### src/design/spq_pkg.sv
// ----------------------------------------------------------------------------
// spq_pkg
// shared types, status codes and defaults for the sorted priority queue
// ----------------------------------------------------------------------------
package spq_pkg;

    localparam int DEFAULT_CAPACITY = 16;
    localparam int VALUE_W          = 32;
    localparam int PRIO_W           = 8;
    localparam int STATUS_W         = 2;
    localparam int OCC_W            = 5;

    localparam logic KIND_ENQ = 1'b0;
    localparam logic KIND_DEQ = 1'b1;

    localparam logic [STATUS_W-1:0] ST_ENQUEUED   = 2'd0;
    localparam logic [STATUS_W-1:0] ST_DEQUEUED   = 2'd1;
    localparam logic [STATUS_W-1:0] ST_REJ_FULL   = 2'd2;
    localparam logic [STATUS_W-1:0] ST_REJ_EMPTY  = 2'd3;

    typedef struct packed {
        logic signed [VALUE_W-1:0] value;
        logic        [PRIO_W-1:0]  prio;
    } entry_t;

    typedef struct packed {
        logic   enq;
        logic   deq;
        entry_t entry;
    } cell_cmd_t;

endpackage

### src/design/sorted_priority_queue_top.sv
// ----------------------------------------------------------------------------
// sorted_priority_queue_top
// bounded priority queue held in a chain of sorted cells
//
//   channel   direction   transfer                payload
//   in        input       in_valid & in_ready     kind, item_value, item_priority
//   out       output      out_valid & out_ready   status, out_value, out_priority,
//                                                  occupancy, is_full, is_empty
//
// one item per cycle: every cell compares and shifts locally in the cycle of
// the input transfer, and the result lands in the output register
// a new item is taken while the result register is empty or being drained
// reset clears the count and the output valid; cell contents need no reset
// a stalled output holds the input side off until the result is taken
// ----------------------------------------------------------------------------
module sorted_priority_queue_top #(
    parameter int CAPACITY = spq_pkg::DEFAULT_CAPACITY
) (
    input  logic                                 clk,
    input  logic                                 rst_n,
    input  logic                                 in_valid,
    output logic                                 in_ready,
    input  logic                                 kind,
    input  logic signed [spq_pkg::VALUE_W-1:0]   item_value,
    input  logic        [spq_pkg::PRIO_W-1:0]    item_priority,
    output logic                                 out_valid,
    input  logic                                 out_ready,
    output logic        [spq_pkg::STATUS_W-1:0]  status,
    output logic signed [spq_pkg::VALUE_W-1:0]   out_value,
    output logic        [spq_pkg::PRIO_W-1:0]    out_priority,
    output logic        [spq_pkg::OCC_W-1:0]     occupancy,
    output logic                                 is_full,
    output logic                                 is_empty
);

    localparam int CNT_W = $clog2(CAPACITY + 1);

    logic [CNT_W-1:0]                   count_reg;
    logic [CNT_W-1:0]                   count_next;
    logic                               out_valid_reg;
    logic                               out_valid_next;
    logic [spq_pkg::STATUS_W-1:0]       status_reg;
    logic [spq_pkg::STATUS_W-1:0]       status_next;
    spq_pkg::entry_t                    res_reg;
    spq_pkg::entry_t                    res_next;
    logic [CNT_W-1:0]                   occ_reg;

    logic                               xfer;
    logic                               full;
    logic                               empty;
    spq_pkg::cell_cmd_t                 cmd;
    spq_pkg::entry_t                    cell_entry [CAPACITY];
    logic                               cell_ins   [CAPACITY];
    logic [CNT_W+spq_pkg::OCC_W-1:0]    occ_wide;

    assign in_ready = !out_valid_reg || out_ready;
    assign xfer     = in_valid && in_ready;
    assign full     = count_reg == CNT_W'(CAPACITY);
    assign empty    = count_reg == '0;

    assign cmd.enq            = xfer && (kind == spq_pkg::KIND_ENQ) && !full;
    assign cmd.deq            = xfer && (kind == spq_pkg::KIND_DEQ) && !empty;
    assign cmd.entry.value    = item_value;
    assign cmd.entry.prio     = item_priority;

    for (genvar k = 0; k < CAPACITY; k++)
    begin : g_cell
        spq_pkg::entry_t left_e;
        spq_pkg::entry_t right_e;
        logic            left_i;

        if (k == 0)
        begin : g_first
            assign left_e = cell_entry[0];
            assign left_i = 1'b0;
        end
        else
        begin : g_mid
            assign left_e = cell_entry[k-1];
            assign left_i = cell_ins[k-1];
        end

        if (k == CAPACITY - 1)
        begin : g_last
            assign right_e = cell_entry[k];
        end
        else
        begin : g_inner
            assign right_e = cell_entry[k+1];
        end

        spq_cell #(
            .INDEX (k),
            .CNT_W (CNT_W)
        ) u_cell (
            .clk         (clk),
            .cmd         (cmd),
            .count       (count_reg),
            .left_entry  (left_e),
            .left_ins    (left_i),
            .right_entry (right_e),
            .entry       (cell_entry[k]),
            .ins         (cell_ins[k])
        );
    end

    always_comb
    begin
        count_next     = count_reg;
        out_valid_next = out_valid_reg;
        status_next    = status_reg;
        res_next       = res_reg;
        if (out_valid_reg && out_ready)
        begin
            out_valid_next = 1'b0;
        end
        if (xfer)
        begin
            out_valid_next = 1'b1;
            res_next       = '0;
            unique case (kind)
                spq_pkg::KIND_ENQ:
                begin
                    if (full)
                    begin
                        status_next = spq_pkg::ST_REJ_FULL;
                    end
                    else
                    begin
                        status_next = spq_pkg::ST_ENQUEUED;
                        count_next  = count_reg + CNT_W'(1);
                    end
                end
                spq_pkg::KIND_DEQ:
                begin
                    if (empty)
                    begin
                        status_next = spq_pkg::ST_REJ_EMPTY;
                    end
                    else
                    begin
                        status_next = spq_pkg::ST_DEQUEUED;
                        res_next    = cell_entry[0];
                        count_next  = count_reg - CNT_W'(1);
                    end
                end
                default:
                begin
                    status_next = status_reg;
                end
            endcase
        end
    end

    always_ff @(posedge clk or negedge rst_n)
    begin
        if (!rst_n)
        begin
            count_reg     <= '0;
            out_valid_reg <= 1'b0;
        end
        else
        begin
            count_reg     <= count_next;
            out_valid_reg <= out_valid_next;
        end
    end

    always_ff @(posedge clk)
    begin
        status_reg <= status_next;
        res_reg    <= res_next;
        if (xfer)
        begin
            occ_reg <= count_next;
        end
    end

    assign occ_wide     = {{spq_pkg::OCC_W{1'b0}}, occ_reg};
    assign out_valid    = out_valid_reg;
    assign status       = status_reg;
    assign out_value    = res_reg.value;
    assign out_priority = res_reg.prio;
    assign occupancy    = occ_wide[spq_pkg::OCC_W-1:0];
    assign is_full      = occ_reg == CNT_W'(CAPACITY);
    assign is_empty     = occ_reg == '0;

endmodule

### src/design/spq_cell.sv
// ----------------------------------------------------------------------------
// spq_cell
// one slot of the sorted chain: keeps, loads the new entry, or takes a neighbor
// ----------------------------------------------------------------------------
module spq_cell #(
    parameter int INDEX = 0,
    parameter int CNT_W = 5
) (
    input  logic                  clk,
    input  spq_pkg::cell_cmd_t    cmd,
    input  logic [CNT_W-1:0]      count,
    input  spq_pkg::entry_t       left_entry,
    input  logic                  left_ins,
    input  spq_pkg::entry_t       right_entry,
    output spq_pkg::entry_t       entry,
    output logic                  ins
);

    spq_pkg::entry_t entry_reg;
    spq_pkg::entry_t entry_next;
    logic            occupied;

    assign occupied = CNT_W'(INDEX) < count;
    assign ins      = !occupied || (entry_reg.prio > cmd.entry.prio);
    assign entry    = entry_reg;

    always_comb
    begin
        entry_next = entry_reg;
        priority if (cmd.enq && ins)
        begin
            entry_next = left_ins ? left_entry : cmd.entry;
        end
        else if (cmd.deq)
        begin
            entry_next = right_entry;
        end
    end

    always_ff @(posedge clk)
    begin
        entry_reg <= entry_next;
    end

endmodule
### config.mk
export PLATFORM = sky130hd
export DESIGN_NAME = sorted_priority_queue_top
export DESIGN_NICKNAME = d
export VERILOG_FILES = /design/src/design/spq_pkg.sv /design/src/design/sorted_priority_queue_top.sv /design/src/design/spq_cell.sv
export SDC_FILE = /design/constraint.sdc
export NUM_CORES = 2
export LEC_CHECK = 0
export ABC_AREA = 1
export BUFFER_PORTS_ARGS = -buffer_cell sky130_fd_sc_hd__buf_2
export CORE_MARGIN = 3
export CORE_UTILIZATION = 30
export DETAILED_ROUTE_END_ITERATION = 10
export PLACE_DENSITY_LB_ADDON = 0.08
export REMOVE_ABC_BUFFERS = 1
export SLEW_MARGIN = 30
export SYNTH_ARGS = -nofsm -noshare
export SYNTH_HDL_FRONTEND = slang
export SYNTH_SLANG_ARGS = --single-unit
export TNS_END_PERCENT = 20
### constraint.sdc
create_clock -name clk -period 11.5 [get_ports clk]
set_clock_uncertainty 0.15 [all_clocks]
set_input_delay 2.3 -clock clk [delete_from_list [all_inputs] [get_ports clk]]
set_output_delay 2.3 -clock clk [all_outputs]
set_load 0.03 [all_outputs]
==> results_dict.tcl <==
set metrics [dict create \
    first_iter_violations 4679 \
    synth_cells 5290 \
    final-seq-area_um2 20800 \
    cp_max_fo 41 \
    wl_per_cell_um 26.9 \
    layout_commonest_cell "nand2_1" \
    clk_pin_slew_ns 0.06 \
    path_class "in -> reg" \
    cts-root-buf "clkbuf_16" \
    n_fill_cell 14440 \
    p_per_area_nw_per_um2 258 \
    htree_levels 3 \
    worst_pin_slew_ns 1.08 \
    synth_cell_type_count 32 \
    met2_usage 0.393 \
    drv_cap 0 \
    total_power_mw 11.7 \
    fmax_ghz 0.155 \
    grt-busiest-layer "met2" \
    startpoint_type "input pin" \
    fp.dieW_um 373 \
    io_pins 96 \
    setup_viol 0 \
    slew_headroom 0.280 \
    worst_setup_path_end_kind "flip-flop" \
    post-dp-hpwl_um 130000 \
    power_leakage_nw 21.6 \
    route.vias.total 36583 \
    largest_reg_flops 640 \
    setup_slack_ns 5.03 \
    use_met3 0.0414 \
    vias_per_cell 5.20 \
    cp_data_required_time_ns 11.67 \
    cts_setup_buffers 0 \
    synth-seq-area-share 0.515 \
    grt_pass1_vias 34523 \
    hold_path.class "reg -> reg" \
    ant_nets 0 \
    arrival_ns 6.64 \
    cts_buffers 87 \
    layout_common_cells "3098 x nand2_1, 687 x edfxtp_1, 566 x nand3_1" \
    io_buffers 95 \
    final_util 0.341 \
    die_h_um 373 \
    coreArea_um2 132000 \
    hold_viol 0 \
    drtPass1Iterations 6 \
    slew_violations 0 \
    cts_hold_buf 0 \
    areaGrowthSynthToFinish_pct 12.0 \
    synth_top_area_cell "edfxtp_1" \
    nets 5387 \
    die_area_um2 139000 \
    clockBufferDepth 3 \
    period_needed_ns 6.47 \
    row_count 133 \
    rsz0062_at_grt "no" \
    ys_warn_count 0 \
    synth-seq-cells 693 \
    drc 0 \
    place_congestion 0.888 \
    clock_sinks 693 \
    outcome "finished, final reports clean" \
    dp_slack_ns 4.39 \
    drt_wl_total_um 189000 \
    tritoncts "built" \
    setup_tns_ns 0 \
    post_cts_resized 0 \
    max-vdd-ir-drop_mv 0.127 \
    synth_area_um2 40400 \
    layout-drive-gt1-share 0.0636 \
    yosys-top-cells-area "edfxtp_1 51%, nand2_1 29%, nand3_1 7.0%" \
    grt.total_usage 0.264 \
    syn_area_per_cell_um2 7.63 \
    insertion_delay_ns 0.70 \
    grt_max_degree 81 \
    start_util 0.305 \
    grt_use_met1 0.379 \
    grt_pass1_wl_um 266000 \
    overflow 0 \
    synth_top_area_frac 0.511 \
    antenna_found_initial 5 \
    multi_input_area_um2 17700 \
    fin_crit_sh 0.563 \
]
synthesized netlist by cell type, drive strengths merged:
cell	instances
nand2	3113
clkbuf	234
dfrtp	6
nand3	567
xnor2	1
o221ai	2
xor2	2
o21bai	1
o41ai	1
a21oi	42
edfxtp	687
clkinv	2
a21o	14
nor2	85
nor3	1
ha	132
inv	177
nand4	15
a31oi	2
buf	110
or4	1
o21a	3
o21ai	92
final timing paths:
path                                         from                                    to  slack [ns]  depth (start not counted)
min in group asynchronous                   rst_n                count_reg[4]$_DFF_PN0_        1.26                          1
min reg2reg                 out_valid$_DFFE_PN0P_                 out_valid$_DFFE_PN0P_        0.36                          2
min                         out_valid$_DFFE_PN0P_                 out_valid$_DFFE_PN0P_        0.36                          2
max in group asynchronous                   rst_n                 out_valid$_DFFE_PN0P_        9.78                          1
max reg2reg                count_reg[4]$_DFF_PN0_  g_cell[3].u_cell.entry[31]$_DFFE_PP_        6.63                         11
max                              item_priority[3]  g_cell[3].u_cell.entry[31]$_DFFE_PP_        5.03                         18
per-layer routing:
metal	vias to the layer above	part of all wire
li1	16916	-
met1	17833	0.45
met2	1506	0.43
met3	324	0.074
met4	4	0.047
met5	-	0.00012
kinds of logic after synthesis:
family / Yosys count / synth area share
xor+xnor: 3 / 0.000651
simple gates: 3782 / 0.371
fa+ha+maj: 132 / 0.0409
flops: 693 / 0.515
buf+inv: 523 / 0.0514
compound gates: 157 / 0.0212
worst max-delay path, stage by stage:
cell and delay, ns:
buf_2 0.52, inv_1 0.35, buf_4 0.29, ha_1 0.31, nand2_1 0.06, inv_1 0.08, nand2_1 0.05, nand2_1 0.05
nand2_1 0.04, nand2_1 0.05, nand2_1 0.05, buf_4 0.26, nand2_1 0.11, buf_4 0.43, nand2_1 0.55, buf_4 0.43
nand2_1 0.09, buf_4 0.52
report_power, final:
group / internal [mW] / switching, mW / total [mW]
logic: 1.18 / 3.32 / 4.50
registers: 3.69 / 0.675 / 4.36
clock network: 1.60 / 1.20 / 2.80
total: 6.46 / 5.20 / 11.7
layout make-up:
type,instances,area share
well taps,1755,0.0486
clock inverters,50,0.0112
diodes,1,0.0000554
clock buffers,109,0.0500
inverters,179,0.0149
flip-flops and latches,693,0.460
repair buffers,175,0.0243
multi-input cells,4074,0.391
stage by stage:
stage / area (um2) / std cells / hold WS (ns)
floorplan: 39000 / 4946 / 0.344
global placement: 42300 / 6875 / 0.346
detailed placement: 42400 / 6876 / 0.356
CTS: 45200 / 7035 / 0.370
global route: 45200 / 7035 / 0.408
finish: 45200 / 7036 / 0.363
No activity file was read; power rests on OpenSTA's default activity.
